--- src/mps_pkg.sv ---
package mps_pkg;

    // Input item codes
    localparam logic FUNC_BYTE  = 1'b0;
    localparam logic FUNC_FLUSH = 1'b1;

    // Accepted packet version numbers
    localparam logic [2:0] VER_SPACE_PACKET = 3'd0;
    localparam logic [2:0] VER_ENCAP        = 3'd7;

    // Configuration port
    localparam int CFG_IDX_W  = 1;
    localparam int CFG_DATA_W = 7;
    localparam logic [CFG_IDX_W-1:0] REG_PAYLOAD_SIZE = 1'd0;

    // Field widths
    localparam int BYTE_W = 8;
    localparam int OFF_W  = 6;

    // Smallest zone
    localparam logic [CFG_DATA_W-1:0] ZONE_MIN = 7'd2;

    // One result beat
    typedef struct packed {
        logic              frame_valid;
        logic [BYTE_W-1:0] frame_byte;
        logic              frame_last;
        logic              header_present;
        logic [OFF_W-1:0]  first_header_offset;
        logic              frame_expedited;
        logic              accepted;
    } t_result;

endpackage

--- src/mps_ram.sv ---
module mps_ram #(
    parameter int WIDTH = 8,
    parameter int DEPTH = 128
) (
    input  logic                     i_clk,
    input  logic                     i_wr_en,
    input  logic [$clog2(DEPTH)-1:0] i_wr_addr,
    input  logic [WIDTH-1:0]         i_wr_data,
    input  logic                     i_rd_en,
    input  logic [$clog2(DEPTH)-1:0] i_rd_addr,
    output logic [WIDTH-1:0]         o_rd_data
);

    logic [WIDTH-1:0] r_mem [DEPTH];
    logic [WIDTH-1:0] r_rd_data;

    // Write port and registered read port
    always_ff @(posedge i_clk) begin
        if (i_wr_en) begin
            r_mem[i_wr_addr] <= i_wr_data;
        end
        if (i_rd_en) begin
            r_rd_data <= r_mem[i_rd_addr];
        end
    end

    assign o_rd_data = r_rd_data;

endmodule

--- src/map_packet_segmenter_unit.sv ---
// Channel  | valid        | stall        | payload
// ---------+--------------+--------------+-----------------------------------------------
// input    | i_in_valid   | o_in_stall   | i_func, i_data_byte, i_packet_start,
//          |              |              | i_packet_version, i_expedited, i_down_ready
// output   | o_out_valid  | i_out_stall  | o_frame_valid .. o_accepted
// config   | i_cfg_wr_en  | -            | i_cfg_idx, i_cfg_data
//
// A beat that yields a status result gives a single result beat. A beat that emits a
// zone has it read back one byte per cycle, while the output is not stalled, through
// the single registered read port of the zone RAM.
// Reset (synchronous, active low) clears fills, header-present flags, the per-entry
// valid bits that make unwritten zone bytes read as zero, and the output valid flag.
// Output stall holds the output register and pauses the zone read-back; input is
// stalled during an emission and while a held result waits.
module map_packet_segmenter_unit
    import mps_pkg::*;
#(
    parameter int BUFFER_BYTES = 64
) (
    input  logic                  i_clk,
    input  logic                  i_rst_n,
    // config
    input  logic                  i_cfg_wr_en,
    input  logic [CFG_IDX_W-1:0]  i_cfg_idx,
    input  logic [CFG_DATA_W-1:0] i_cfg_data,
    // input channel
    input  logic                  i_in_valid,
    output logic                  o_in_stall,
    input  logic                  i_func,
    input  logic [BYTE_W-1:0]     i_data_byte,
    input  logic                  i_packet_start,
    input  logic [2:0]            i_packet_version,
    input  logic                  i_expedited,
    input  logic                  i_down_ready,
    // output channel
    output logic                  o_out_valid,
    input  logic                  i_out_stall,
    output logic                  o_frame_valid,
    output logic [BYTE_W-1:0]     o_frame_byte,
    output logic                  o_frame_last,
    output logic                  o_header_present,
    output logic [OFF_W-1:0]      o_first_header_offset,
    output logic                  o_frame_expedited,
    output logic                  o_accepted
);

    localparam int DEPTH = (BUFFER_BYTES < 64) ? BUFFER_BYTES : 64;
    localparam int AW    = $clog2(DEPTH);
    localparam int FW    = $clog2(DEPTH + 1);
    localparam int RAM_D = 2 ** (AW + 1);
    localparam int RAW   = AW + 1;

    typedef enum logic {
        S_IDLE,
        S_EMIT
    } t_state;

    t_state          r_state;
    logic [FW-1:0]   r_zone;
    logic [FW-1:0]   r_exp_fill, r_seq_fill;
    logic            r_exp_hp, r_seq_hp;
    logic [OFF_W-1:0] r_exp_off, r_seq_off;
    logic [RAM_D-1:0] r_vld;

    logic [FW-1:0]   n_exp_fill, n_seq_fill;
    logic            n_exp_hp, n_seq_hp;
    logic [OFF_W-1:0] n_exp_off, n_seq_off;

    // emission sequencer
    logic            r_buf_qe;
    logic            r_em_hp;
    logic [OFF_W-1:0] r_em_off;
    logic [FW-1:0]   r_rd_idx;
    logic            r_pend, r_pend_last, r_pend_vld;
    logic            r_wr_pending;
    logic [BYTE_W-1:0] r_wr_byte;

    // output stage
    logic            r_out_valid;
    t_result         r_out;

    logic            in_acc, out_take, load_byte, issue, finish;
    logic            dec_status, dec_emit, st_qe, st_acc;
    logic            em_qe, em_hp, defer_wr, wr_now;
    logic [OFF_W-1:0] em_off;
    logic [FW-1:0]   cur_fill, upd_fill;
    logic            cur_hp, upd_hp, ver_ok;
    logic [OFF_W-1:0] cur_off, upd_off;

    logic            ram_wr_en;
    logic [RAW-1:0]  ram_wr_addr, ram_rd_addr;
    logic [BYTE_W-1:0] ram_wr_data, ram_rd_data;

    // Handshakes
    assign out_take   = r_out_valid && !i_out_stall;
    assign o_in_stall = (r_state == S_EMIT) || (r_out_valid && i_out_stall);
    assign in_acc     = i_in_valid && !o_in_stall;
    assign load_byte  = r_pend && (!r_out_valid || !i_out_stall);
    assign issue      = (r_state == S_EMIT) && (r_rd_idx < r_zone) && (!r_pend || load_byte);
    assign finish     = (r_state == S_EMIT) && load_byte && r_pend_last;

    // Decide what the accepted beat does
    always_comb begin
        n_exp_fill = r_exp_fill;
        n_seq_fill = r_seq_fill;
        n_exp_hp   = r_exp_hp;
        n_seq_hp   = r_seq_hp;
        n_exp_off  = r_exp_off;
        n_seq_off  = r_seq_off;
        dec_status = 1'b0;
        dec_emit   = 1'b0;
        st_qe      = 1'b0;
        st_acc     = 1'b0;
        em_qe      = 1'b0;
        em_hp      = 1'b0;
        em_off     = '0;
        defer_wr   = 1'b0;
        wr_now     = 1'b0;
        ver_ok     = (i_packet_version == VER_SPACE_PACKET) ||
                     (i_packet_version == VER_ENCAP);
        cur_fill   = i_expedited ? r_exp_fill : r_seq_fill;
        cur_hp     = i_expedited ? r_exp_hp : r_seq_hp;
        cur_off    = i_expedited ? r_exp_off : r_seq_off;
        upd_fill   = FW'(cur_fill + 1'b1);
        upd_hp     = cur_hp | i_packet_start;
        upd_off    = cur_hp ? cur_off : OFF_W'(cur_fill);
        if (in_acc) begin
            if (i_func == FUNC_FLUSH) begin
                if (r_exp_fill != '0) begin
                    st_qe = 1'b1;
                    if (!i_down_ready) begin
                        dec_status = 1'b1;
                    end else begin
                        dec_emit   = 1'b1;
                        em_qe      = 1'b1;
                        em_hp      = r_exp_hp;
                        em_off     = r_exp_off;
                        n_exp_fill = '0;
                        n_exp_hp   = 1'b0;
                    end
                end else if (r_seq_fill != '0 && i_down_ready) begin
                    dec_emit   = 1'b1;
                    em_hp      = r_seq_hp;
                    em_off     = r_seq_off;
                    n_seq_fill = '0;
                    n_seq_hp   = 1'b0;
                end else begin
                    dec_status = 1'b1;
                end
            end else if (!ver_ok) begin
                dec_status = 1'b1;
                st_qe      = i_expedited;
            end else if (cur_fill >= r_zone) begin
                st_qe = i_expedited;
                if (!i_down_ready) begin
                    dec_status = 1'b1;
                end else begin
                    // emit the full zone, then store the byte at its head
                    dec_emit = 1'b1;
                    defer_wr = 1'b1;
                    em_qe    = i_expedited;
                    em_hp    = cur_hp;
                    em_off   = cur_off;
                    if (i_expedited) begin
                        n_exp_fill = FW'(1);
                        n_exp_hp   = i_packet_start;
                        n_exp_off  = '0;
                    end else begin
                        n_seq_fill = FW'(1);
                        n_seq_hp   = i_packet_start;
                        n_seq_off  = '0;
                    end
                end
            end else begin
                // store the byte, then emit if the zone is now full and downstream is ready
                wr_now = 1'b1;
                st_qe  = i_expedited;
                st_acc = 1'b1;
                em_qe  = i_expedited;
                em_hp  = upd_hp;
                em_off = upd_off;
                if (upd_fill >= r_zone && i_down_ready) begin
                    dec_emit = 1'b1;
                    if (i_expedited) begin
                        n_exp_fill = '0;
                        n_exp_hp   = 1'b0;
                    end else begin
                        n_seq_fill = '0;
                        n_seq_hp   = 1'b0;
                    end
                end else begin
                    dec_status = 1'b1;
                    if (i_expedited) begin
                        n_exp_fill = upd_fill;
                        n_exp_hp   = upd_hp;
                        n_exp_off  = upd_off;
                    end else begin
                        n_seq_fill = upd_fill;
                        n_seq_hp   = upd_hp;
                        n_seq_off  = upd_off;
                    end
                end
            end
        end
    end

    // Zone RAM ports: expedited zone in the upper half
    assign ram_wr_en   = wr_now || (finish && r_wr_pending);
    assign ram_wr_addr = wr_now ? {i_expedited, AW'(cur_fill)} : {r_buf_qe, AW'(0)};
    assign ram_wr_data = wr_now ? i_data_byte : r_wr_byte;
    assign ram_rd_addr = {r_buf_qe, AW'(r_rd_idx)};

    mps_ram #(
        .WIDTH (BYTE_W),
        .DEPTH (RAM_D)
    ) u_zone_ram (
        .i_clk     (i_clk),
        .i_wr_en   (ram_wr_en),
        .i_wr_addr (ram_wr_addr),
        .i_wr_data (ram_wr_data),
        .i_rd_en   (issue),
        .i_rd_addr (ram_rd_addr),
        .o_rd_data (ram_rd_data)
    );

    // Control state, sequencer and output stage
    always_ff @(posedge i_clk) begin
        if (!i_rst_n) begin
            r_state      <= S_IDLE;
            r_zone       <= FW'(DEPTH);
            r_exp_fill   <= '0;
            r_seq_fill   <= '0;
            r_exp_hp     <= 1'b0;
            r_seq_hp     <= 1'b0;
            r_vld        <= '0;
            r_rd_idx     <= '0;
            r_pend       <= 1'b0;
            r_pend_last  <= 1'b0;
            r_wr_pending <= 1'b0;
            r_out_valid  <= 1'b0;
        end else begin
            // configuration: clamp the zone size between ZONE_MIN and what the buffer holds
            if (i_cfg_wr_en && i_cfg_idx == REG_PAYLOAD_SIZE) begin
                if (i_cfg_data < ZONE_MIN) begin
                    r_zone <= FW'(ZONE_MIN);
                end else if (i_cfg_data > CFG_DATA_W'(DEPTH)) begin
                    r_zone <= FW'(DEPTH);
                end else begin
                    r_zone <= FW'(i_cfg_data);
                end
            end

            r_exp_fill <= n_exp_fill;
            r_seq_fill <= n_seq_fill;
            r_exp_hp   <= n_exp_hp;
            r_seq_hp   <= n_seq_hp;

            if (ram_wr_en) begin
                r_vld[ram_wr_addr] <= 1'b1;
            end

            case (r_state)
                S_IDLE: begin
                    if (dec_emit) begin
                        r_state      <= S_EMIT;
                        r_rd_idx     <= '0;
                        r_pend       <= 1'b0;
                        r_wr_pending <= defer_wr;
                    end
                end
                S_EMIT: begin
                    if (issue) begin
                        r_rd_idx    <= FW'(r_rd_idx + 1'b1);
                        r_pend      <= 1'b1;
                        r_pend_last <= (r_rd_idx == FW'(r_zone - 1'b1));
                    end else if (load_byte) begin
                        r_pend <= 1'b0;
                    end
                    if (finish) begin
                        r_state      <= S_IDLE;
                        r_wr_pending <= 1'b0;
                    end
                end
                default: begin
                    r_state <= S_IDLE;
                end
            endcase

            if ((in_acc && dec_status) || load_byte) begin
                r_out_valid <= 1'b1;
            end else if (out_take) begin
                r_out_valid <= 1'b0;
            end
        end
    end

    // Payload registers
    always_ff @(posedge i_clk) begin
        r_exp_off <= n_exp_off;
        r_seq_off <= n_seq_off;
        if (in_acc && dec_emit) begin
            r_buf_qe  <= em_qe;
            r_em_hp   <= em_hp;
            r_em_off  <= em_hp ? em_off : '0;
            r_wr_byte <= i_data_byte;
        end
        if (issue) begin
            r_pend_vld <= r_vld[ram_rd_addr];
        end
        if (in_acc && dec_status) begin
            r_out.frame_valid         <= 1'b0;
            r_out.frame_byte          <= '0;
            r_out.frame_last          <= 1'b1;
            r_out.header_present      <= 1'b0;
            r_out.first_header_offset <= '0;
            r_out.frame_expedited     <= st_qe;
            r_out.accepted            <= st_acc;
        end else if (load_byte) begin
            r_out.frame_valid         <= 1'b1;
            r_out.frame_byte          <= r_pend_vld ? ram_rd_data : '0;
            r_out.frame_last          <= r_pend_last;
            r_out.header_present      <= r_em_hp;
            r_out.first_header_offset <= r_em_off;
            r_out.frame_expedited     <= r_buf_qe;
            r_out.accepted            <= 1'b1;
        end
    end

    assign o_out_valid           = r_out_valid;
    assign o_frame_valid         = r_out.frame_valid;
    assign o_frame_byte          = r_out.frame_byte;
    assign o_frame_last          = r_out.frame_last;
    assign o_header_present      = r_out.header_present;
    assign o_first_header_offset = r_out.first_header_offset;
    assign o_frame_expedited     = r_out.frame_expedited;
    assign o_accepted            = r_out.accepted;

    // Checks
    a_fill_bound: assert property (@(posedge i_clk) disable iff (!i_rst_n)
        (r_exp_fill <= FW'(DEPTH)) && (r_seq_fill <= FW'(DEPTH)))
        else $error("zone fill beyond buffer size");

    a_byte_accepted: assert property (@(posedge i_clk) disable iff (!i_rst_n)
        (o_out_valid && o_frame_valid) |-> o_accepted)
        else $error("zone byte without accepted flag");

    a_status_last: assert property (@(posedge i_clk) disable iff (!i_rst_n)
        (o_out_valid && !o_frame_valid) |-> o_frame_last)
        else $error("status result not marked last");

    a_idle_no_read: assert property (@(posedge i_clk) disable iff (!i_rst_n)
        (r_state == S_IDLE) |-> (!r_pend && !issue))
        else $error("zone read outside an emission");

    a_finish_idle: assert property (@(posedge i_clk) disable iff (!i_rst_n)
        finish |=> (r_state == S_IDLE) && !r_pend)
        else $error("emission did not close");

endmodule

--- config.mk ---
export PLATFORM = sky130hd
export DESIGN_NAME = map_packet_segmenter_unit
export DESIGN_NICKNAME = d
export VERILOG_FILES = /design/src/mps_pkg.sv /design/src/mps_ram.sv /design/src/map_packet_segmenter_unit.sv
export SDC_FILE = /design/constraint.sdc
export NUM_CORES = 1
export LEC_CHECK = 0
export ABC_CLOCK_PERIOD_IN_PS = 9210
export BUFFER_PORTS_ARGS = -buffer_cell sky130_fd_sc_hd__buf_2
export CAP_MARGIN = 20
export CORE_MARGIN = 2
export CORE_UTILIZATION = 35
export CTS_CLUSTER_DIAMETER = 50
export CTS_CLUSTER_SIZE = 12
export DETAILED_ROUTE_END_ITERATION = 10
export PLACE_DENSITY_LB_ADDON = 0.25
export SYNTH_ARGS = -nofsm -noshare
export SYNTH_HDL_FRONTEND = slang
export SYNTH_SLANG_ARGS = --single-unit
export TNS_END_PERCENT = 5
--- constraint.sdc ---
create_clock -name i_clk -period 9.21 [get_ports i_clk]
set_input_delay 1.842 -clock i_clk [delete_from_list [all_inputs] [get_ports i_clk]]
set_output_delay 1.842 -clock i_clk [all_outputs]
set_load 0.01 [all_outputs]
Yosys cells after proc, flatten, opt, wreduce, memory -nomap -nowiden:

Memories as Yosys holds them, arrays and structs flattened. A register that Yosys moved wholly into a read port is not among the register bits.
Index checks and enable logic that the tools add are counted.

* $add $sub $neg: 3
* order comparisons: 8
* equal/unequal tests: 14
* mux-type cells: 129
* bitwise logic cells: 6
* reduce and logical (&&, ||, !) cells: 41

Operators with widths (count)
* 2-to-1 mux 7 bit: 26
* OR 128 bit: 1
* 2-to-1 mux 6 bit: 19
* 2-to-1 mux 1 bit: 74
* AND reduction 6 bit: 4
* less-than comparator 7 x 8 -> 1 bit, second input constant: 2
* 2-to-1 mux 8 bit: 2
* logical AND 1 bit: 15
* adder 7 x 1 -> 7 bit, second input constant: 2
* >= comparator 7 bit: 2
* case mux 7 bit (2 select lines): 1
* nonzero test 7 bit: 2
* != test 2 x 1 -> 1 bit, second input constant: 5
* != test 2 bit, second input constant: 5
* AND reduction 2 bit: 5
* nonzero test 2 bit: 4
* binary-select mux 1 bit (select 7 bit): 1
* demux 1 bit (select 7 bit): 1
* equality test 7 bit: 1
* >= comparator 7 x 1 -> 1 bit, second input constant: 1
* greater-than comparator 7 bit, second input constant: 1
* less-than comparator 7 x 2 -> 1 bit, second input constant: 1
* less-than comparator 7 bit: 1
* subtractor 7 x 1 -> 7 bit, second input constant: 1
* other kinds (10): 24

* register bits: 211
* memory bits (writable): 1024
* bits of input ports: 28
* memories: 1

Memory list
* u_zone_ram.r_mem: depth 128, width 8, read ports 1, clocked after Yosys merged registers in 1, wr ports 1, RTL line mps_ram.sv:14 `logic [WIDTH-1:0] r_mem [DEPTH];`

Longest topological paths before layout:

Gate-level depths: netlist (run 1).

* depth in word-level cells: 12
* gate-level depth with buffers: 16
* depth with buffers taken out: 14

By module:

A second synthesis (run 1) with hierarchy kept.

* cells, all modules: 2736
* area total of the unflattened synthesis: 49890.3 um^2

Modules (own cells, without submodules)
* mps_ram: times used 1, cells an instance 1635, area each 39748.1 um^2, seq. area each 30989.7 um^2
* map_packet_segmenter_unit: times used 1, cells an instance 1101, area each 10142.2 um^2, seq. area each 4534.3 um^2

Worst setup path after synthesis (run 1):

OpenSTA, ideal clock, no wires.

* path kind: input to register
* from: input i_expedited
* to: register r_wr_pending
* setup time: 0.128 ns
* arrival time: 5.940 ns
* required time: 9.082 ns
* setup slack: 3.142 ns
* cell stages on the path: 16
* cell sequence: buf_2 mux2i_1 inv_1 ha_1 nand3_1 nor3_1 xnor2_1 ha_1 and4_1 o2bb2ai_1 a31oi_1 nor2b_1 a211oi_1 nand2b_1 clkbuf_1 o22ai_1

* longest elaborated chain between the ends: 11
* elaborated cells on any way between the ends: 18

RTL lines
* start: declaration: RTL line map_packet_segmenter_unit.sv:33 `input logic i_expedited,`
* 2-to-1 mux 7 bit (*): RTL line map_packet_segmenter_unit.sv:121 `cur_fill = i_expedited ? r_exp_fill : r_seq_fill;`
* adder 7 x 1 -> 7 bit: RTL line map_packet_segmenter_unit.sv:124 `upd_fill = FW'(cur_fill + 1'b1);`
* >= comparator 7 bit: RTL line map_packet_segmenter_unit.sv:182 `if (upd_fill >= r_zone && i_down_ready) begin`
* logical AND 1 bit: RTL line map_packet_segmenter_unit.sv:182
* 2-to-1 mux 1 bit: RTL line map_packet_segmenter_unit.sv:182
* 2-to-1 mux 1 bit: RTL line map_packet_segmenter_unit.sv:153 `end else if (cur_fill >= r_zone) begin`
* 2-to-1 mux 1 bit: RTL line map_packet_segmenter_unit.sv:150 `end else if (!ver_ok) begin`
* 2-to-1 mux 1 bit: RTL line map_packet_segmenter_unit.sv:128 `if (i_func == FUNC_FLUSH) begin`
* 2-to-1 mux 1 bit: RTL line map_packet_segmenter_unit.sv:127 `if (in_acc) begin`
* != test 2 bit (no line)
* AND reduction 2 bit (no line)
* end signal: assignment: RTL line map_packet_segmenter_unit.sv:268 `r_wr_pending <= defer_wr;`
* end: declaration: RTL line map_packet_segmenter_unit.sv:75 `logic r_wr_pending;`

Mark *: on every way between the ends. The rest lies on a longest branch, timed or not. The select of a mux whose other input is x is not followed.
A chain may end at the register's enable or synchronous reset.

Worst setup path in the final report (run 1):

* from: input i_expedited
* to: memory u_zone_ram.r_mem[9][0] (enable)

* longest elaborated chain between the ends: 9
* elaborated cells on any way between the ends: 10

RTL lines
* 2-to-1 mux 7 bit: RTL line map_packet_segmenter_unit.sv:121
* >= comparator 7 bit: RTL line map_packet_segmenter_unit.sv:153
* 2-to-1 mux 1 bit: RTL line map_packet_segmenter_unit.sv:153
* 2-to-1 mux 1 bit: RTL line map_packet_segmenter_unit.sv:150
* 2-to-1 mux 1 bit: RTL line map_packet_segmenter_unit.sv:128
* 2-to-1 mux 1 bit: RTL line map_packet_segmenter_unit.sv:127
* logical OR 1 bit: RTL line map_packet_segmenter_unit.sv:208 `assign ram_wr_en = wr_now || (finish && r_wr_pending);`
* 2-to-1 mux 1 bit: RTL line mps_ram.sv:19 `if (i_wr_en) begin`
* 2-to-1 mux 1 bit (implied by the code): RTL line mps_ram.sv:20 `r_mem[i_wr_addr] <= i_wr_data;`
* end: declaration: RTL line mps_ram.sv:14

Parallel ways exist; a longest one is shown, timed or not.

==> results.toml, run 1 <==
[outcome]
status = "complete, no violations"

[drt]
met3WireLength_um = 7030
postRouteAntennaNets = 0
firstDrtPassIters = 6
m1WireLength_um = 53100
drcViolationCount = 0
drt-wirelength-per-cell_um = 26.0
met2WireLength_um = 63600
first_iter_violations = 2624
routed_wl_um = 127000
maxUsedRoutingLayer = "met4"
vias_per_cell = 5.40
vias = 26300

[power_and_ir_drop]
ir_drop_v = 0.000197
combPwrFrac = 0.022
power.leakage_nw = 17.1
seq_power_share = 0.525
p_clk_frac = 0.453
powerDensity_nw_per_um2 = 208
p_int_mw = 9.24
swShare = 0.204
switching_power_mw = 2.37

[critical_path]
rr_startpoint = "r_exp_fill[2]"
r2r_cells = 10
critPathArrivalTime_ns = 6.94
rr_endpoint = "u_zone_ram.r_mem[9][0]"
cp_max_fo = 31
crit_type = "input port to flip-flop"
worstSetupStartpointType = "input port"
crit_start = "i_expedited"
crit_required_ns = 9.55
crit_path_end_kind = "flip-flop"
timing.reg2reg.setup_slack_ns = 3.99

[die]
die_area_um2 = 143000
die_y_um = 378
initial_core_util = 0.352
core_um2 = 139000
num_rows = 137
die_w_um = 378
ios = 49

[finish]
nFillCells = 12500
nNetsFinal = 2940
area_growth_pct = 13.8
layout_common_cells = "edfxtp_1 (1063), mux4_2 (216), dfxtp_1 (178), mux2i_1 (159), nor2_1 (145)"
insertedDiodeCount = 0
mostFrequentLayoutCell = "edfxtp_1"
utilization = 0.401
layout-drive-gt1-share = 0.185
finalNonFillerCells = 4875

[global_routing]
grt_pass1_vias = 26800
track_usage = 0.177
grt-ovfl-total = 0
grt_pass1_wl_um = 184000
antenna_found_initial = 1
grt_max_degree = 134

[placed_design]
gp_congestion = 0.842
port_buffers = 48
hpwl_um = 77700
dp_slack_ns = 1.73
dp_cells = 4622

[yosys]
synth-seq-cells = 1243
synth_cell_type_count = 62
synth_area_um2 = 49000
synth_edf_count = 1063
ys_seq_area_frac = 0.725
ys_warn_count = 0
async_flop_share = 0
synth_area_leaders = "edfxtp_1 (65%), mux4_2 (9.9%), dfxtp_1 (7.4%), mux2i_1 (3.2%), o21a_1 (2.0%)"
syn_avg_cell_area_um2 = 17.4
synth_nets = 2871
ys.flop_type = "edfxtp_1"
yosys.area.top_type = "edfxtp_1"
synthCells = 2819
synth.top_cell.area_share = 0.651

[clocking]
cts_tree = "yes"
cts_sinks = 1243
cts-buffers-inserted = 136
ctsHoldBuffers = 0
cts_resized = 0
htree_levels = 4
post_cts_buffers = 0
clk_path_buf_depth = 3
clkLatencyLatePin_ns = 0.74
cts.clk_slew.worst_paths_ns = 0.06
clockRootBuffer = "clkbuf_16"

[sta]
relSlewSlack = 0.239
drv_slew = 0
fin_ws_ns = 2.62
rsz0062_at_grt = "false"
tns_ns = 0
finalSetupViolations = 0
finalCritPeriodShare = 0.716
fmax_ghz = 0.152
worst_slew_pin_slew_ns = 1.14
hold_viol = 0
period_minus_slack_ns = 6.59
fin_worst_skew_ns = 0.0221

[hold_path]
min_from = "o_first_header_offset[3]"
hold_path_class = "flip-flop to flip-flop"
hold_path_depth = 2
worstHoldEndpoint = "o_first_header_offset[3]"

[run]
drv_cap = 0
worst max path at each step:
stage | end | slack [ns]
global placement | u_zone_ram.r_mem[17][4] | 1.93
detailed placement | u_zone_ram.r_mem[17][0] | 1.73
global route | u_zone_ram.r_mem[9][0] | 2.20
finish | u_zone_ram.r_mem[9][0] | 2.62
floorplan | r_wr_pending | 3.14
CTS | u_zone_ram.r_mem[17][0] | 2.54
power by group through the flow:
stage / combinational, mW / clock (mW) / sequential (mW)
floorplan: 0.157 / 0 / 6.22
global placement: 0.257 / 0 / 6.21
detailed placement: 0.263 / 0 / 6.21
CTS: 0.263 / 5.37 / 6.09
global route: 0.278 / 5.59 / 6.09
finish: 0.259 / 5.26 / 6.09
final cells by class:
class,instances,area [um^2],share of cell area
inverters,24,90.1,0.00162
clock buffers,206,3800,0.0682
repair buffers,100,669,0.0120
well taps,1876,2350,0.0421
flip-flops and latches,1243,35500,0.637
multi-input cells,1383,12800,0.230
clock inverters,43,500,0.00897
stage by stage:
stage          total power, mW  cell area (um^2)  hold slack [ns]
6_report                  11.6             55800            0.455
3_5_place_dp              6.47             51400            0.451
5_1_grt                   12.0             55800            0.473
3_3_place_gp              6.47             51400            0.441
2_1_floorplan             6.37             49000            0.435
4_1_cts                   11.7             55700            0.464
logic make-up after synthesis:
family / synth area share
flops: 0.725
fa+ha+maj: 0.00613
compound gates: 0.0651
buf+inv: 0.0165
xor+xnor: 0.00286
mux: 0.132
simple gates: 0.0524
state kept, by name (all words and copies together), names as in the netlist, 6 cells and up:
| signal | count |
|---|---|
| r_wr_byte | 8 |
| r_seq_fill | 7 |
| u_zone_ram.r_mem | 1024 |
| r_exp_off | 6 |
| r_rd_idx | 7 |
| o_frame_byte | 8 |
| r_exp_fill | 7 |
| r_zone | 7 |
| r_seq_off | 6 |
| r_em_off | 6 |
| r_vld | 128 |
| u_zone_ram.o_rd_data | 8 |
| o_first_header_offset | 6 |
cells in the mapped netlist, types with 3 or more instances:
cell      count
a21oi_1      96
a221oi_1     27
a222oi_1      6
a22o_1       19
a22oi_1     112
a31oi_1      22
and2_1        8
and3_1       35
buf_1        19
buf_2        47
buf_6         3
clkbuf_1     99
clkinv_1      3
dfxtp_1     180
edfxtp_1   1063
ha_1         24
inv_1        21
mux2_2        3
mux2i_1     159
mux4_2      216
nand2_1      98
nand2b_1      9
nand3_1      72
nand3b_1      5
nand4_1      32
nor2_1      149
nor2_2        3
nor2_4       15
nor2b_1      30
nor3_1       20
nor4_1        4
o21a_1      130
o21ai_0      14
o21bai_1      3
o22ai_1      12
or3_1        11
or4_1         6
xnor2_1      14
per-layer routing:
layer,vias to the layer above,global-route usage
met1,13800,0.232
met4,0,0.0524
li1,11500,-
met2,866,0.300
met5,-,0
met3,177,0.0291
worst max-delay path, stage by stage:
cell and delay [ns]:
buf_2 0.52, mux2i_1 0.53, clkinv_1 0.36, ha_1 0.39
a21o_1 0.17, a31oi_1 0.20, o21bai_1 0.18, nor3_2 0.64
nand3_1 0.83, buf_4 0.52, nor2_1 0.73
No activity file was read; power rests on OpenSTA's default activity.
==> inputs of run 2 (changes only) <==
- ABC_CLOCK_PERIOD_IN_PS: 9210 -> 5500
- clock period: 9.21 -> 5.5 ns (I/O delays scaled with it)
==> results.toml, run 2 (synthesis gave the netlist of run 1 again) <==
[critical_path]
crit_path_end_kind = "flip-flop"
crit_slowest_cell = "nor2_1"
crit_chain = "buf_2, mux2i_1, clkinv_1, ha_1, a21o_1, a31oi_1, o21bai_1, or3_1, buf_4, or4_1, nor2_1"
path_buf_inv = 3
r2r_cells = 10
worstSetupStartpointType = "input port"
critPathTopFamily = "simple AND/OR/NAND/NOR gates"
crit_start = "i_expedited"
path_depth = 11
cp_max_fo = 19
rr_startpoint = "r_exp_fill[2]"
max_stage_delay_ns = 0.73
critPathArrivalTime_ns = 4.82
crit_required_ns = 5.89
crit_type = "input port to flip-flop"

[drt]
drt-wirelength-per-cell_um = 25.7
drcViolationCount = 0
postRouteAntennaNets = 0
firstDrtPassIters = 8
vias_per_cell = 5.37
first_iter_violations = 2666
routed_wl_um = 128000
vias = 26800

[sta]
tns_ns = 0
rsz0062_at_grt = "false"
relSlewSlack = 0.260
worst_slew_pin_slew_ns = 1.10
finalCritPeriodShare = 0.805
finalSetupViolations = 0
drv_slew = 0
fin_ws_ns = 1.07
hold_viol = 0
fin_worst_skew_ns = 0.0244
fmax_ghz = 0.226
period_minus_slack_ns = 4.43

[finish]
largest_reg_flops = 1024
area_growth_pct = 16.1
nNetsFinal = 3048
mostFrequentLayoutCell = "edfxtp_1"
largest-register = "u_zone_ram.r_mem"
top_regs = "u_zone_ram.r_mem: 1024 flops, r_vld: 128 flops"
insertedDiodeCount = 0
regArea_um2 = 35500
layout_common_cells = "edfxtp_1 (1063), mux4_2 (216), dfxtp_1 (178), mux2i_1 (159), nor2_1 (146)"
layout-drive-gt1-share = 0.215
multi_input_area_um2 = 12800
nFillCells = 12400

[run]
drv_cap = 0

[die]
die_y_um = 378
ios = 49
initial_core_util = 0.352
die_area_um2 = 143000
die_w_um = 378
num_rows = 137
core_um2 = 139000

[placed_design]
hpwl_um = 81600
port_buffers = 48
dp_slack_ns = 0.352
gp_congestion = 0.865

[clocking]
clk_path_buf_depth = 3
htree_levels = 4
cts_sinks = 1243
cts_resized = 0
ctsHoldBuffers = 0
cts-buffers-inserted = 139
post_cts_buffers = 0
cts_tree = "yes"
clkLatencyLatePin_ns = 0.76
cts.clk_slew.worst_paths_ns = 0.06
clockRootBuffer = "clkbuf_16"

[global_routing]
grtUsageMet3 = 0.0336
antenna_found_initial = 3
grt_pass1_vias = 27000
grt.busiest_layer = "met2"
grt_pass1_wl_um = 186000
grt_max_degree = 81
grtUsageMet1 = 0.237
track_usage = 0.178
grtUsageMet2 = 0.298
grt-ovfl-total = 0

[hold_path]
hold_path_depth = 2
min_from = "o_first_header_offset[3]"
hold_path_class = "flip-flop to flip-flop"

[power_and_ir_drop]
power.leakage_nw = 17.8
ir_drop_v = 0.000342
power_mw = 19.8
powerDensity_nw_per_um2 = 347

[outcome]
status = "complete, no violations"
run 2: cell types whose count changed in the layout (fill, tap and decap cells not counted), sizes merged:
cell      before  now
buf           99  205
bufinv         7    8
clkbuf       207  210
clkinv        19   22
clkinvlp       4    7
inv           37   36
run 2: metal layers:
| layer | part of all wire | vias to the layer above |
|---|---|---|
| met5 | 0.000078 | - |
| met4 | 0.024 | 2 |
| met3 | 0.061 | 161 |
| met2 | 0.50 | 886 |
| met1 | 0.42 | 14100 |
| li1 | - | 11700 |
run 2: power by group:
group	internal, mW	total [mW]	switching (mW)
clock	5.34	9.11	3.77
sequential	10.2	10.2	0.0207
combinational	0.149	0.447	0.298
run 2: worst paths after layout:
check	to	slack (ns)
hold / removal	o_first_header_offset[3]	0.45
setup / recovery	u_zone_ram.r_mem[55][1]	1.07
hold reg to reg	o_first_header_offset[3]	0.45
setup reg to reg	u_zone_ram.r_mem[55][1]	1.40
run 2: layout make-up:
| type | count | share of cell area |
|---|---|---|
| flip-flops and latches | 1243 | 0.624 |
| multi-input cells | 1383 | 0.225 |
| clock buffers | 210 | 0.0683 |
| well taps | 1876 | 0.0412 |
| repair buffers | 205 | 0.0288 |
| clock inverters | 49 | 0.0111 |
| inverters | 24 | 0.00158 |
run 2: per-stage QoR:
step	hold slack [ns]	util	instance area [um^2]	instances
floorplan	0.435	-	49000	2819
global placement	0.442	0.377	52400	4731
detailed placement	0.448	0.377	52400	4731
CTS	0.456	0.409	56900	4990
global route	0.472	0.409	56900	4990
finish	0.452	0.409	56900	4990
run 2: worst reg2reg max path, stage by stage (launching register included):
cell and delay [ns]:
dfxtp_1 0.41, mux2i_1 0.25, clkinv_1 0.13, ha_1 0.32, a21o_1 0.17, a31oi_1 0.22, o21bai_1 0.19, or3_1 0.41
buf_4 0.20, or4_1 0.69, nor2_1 0.74
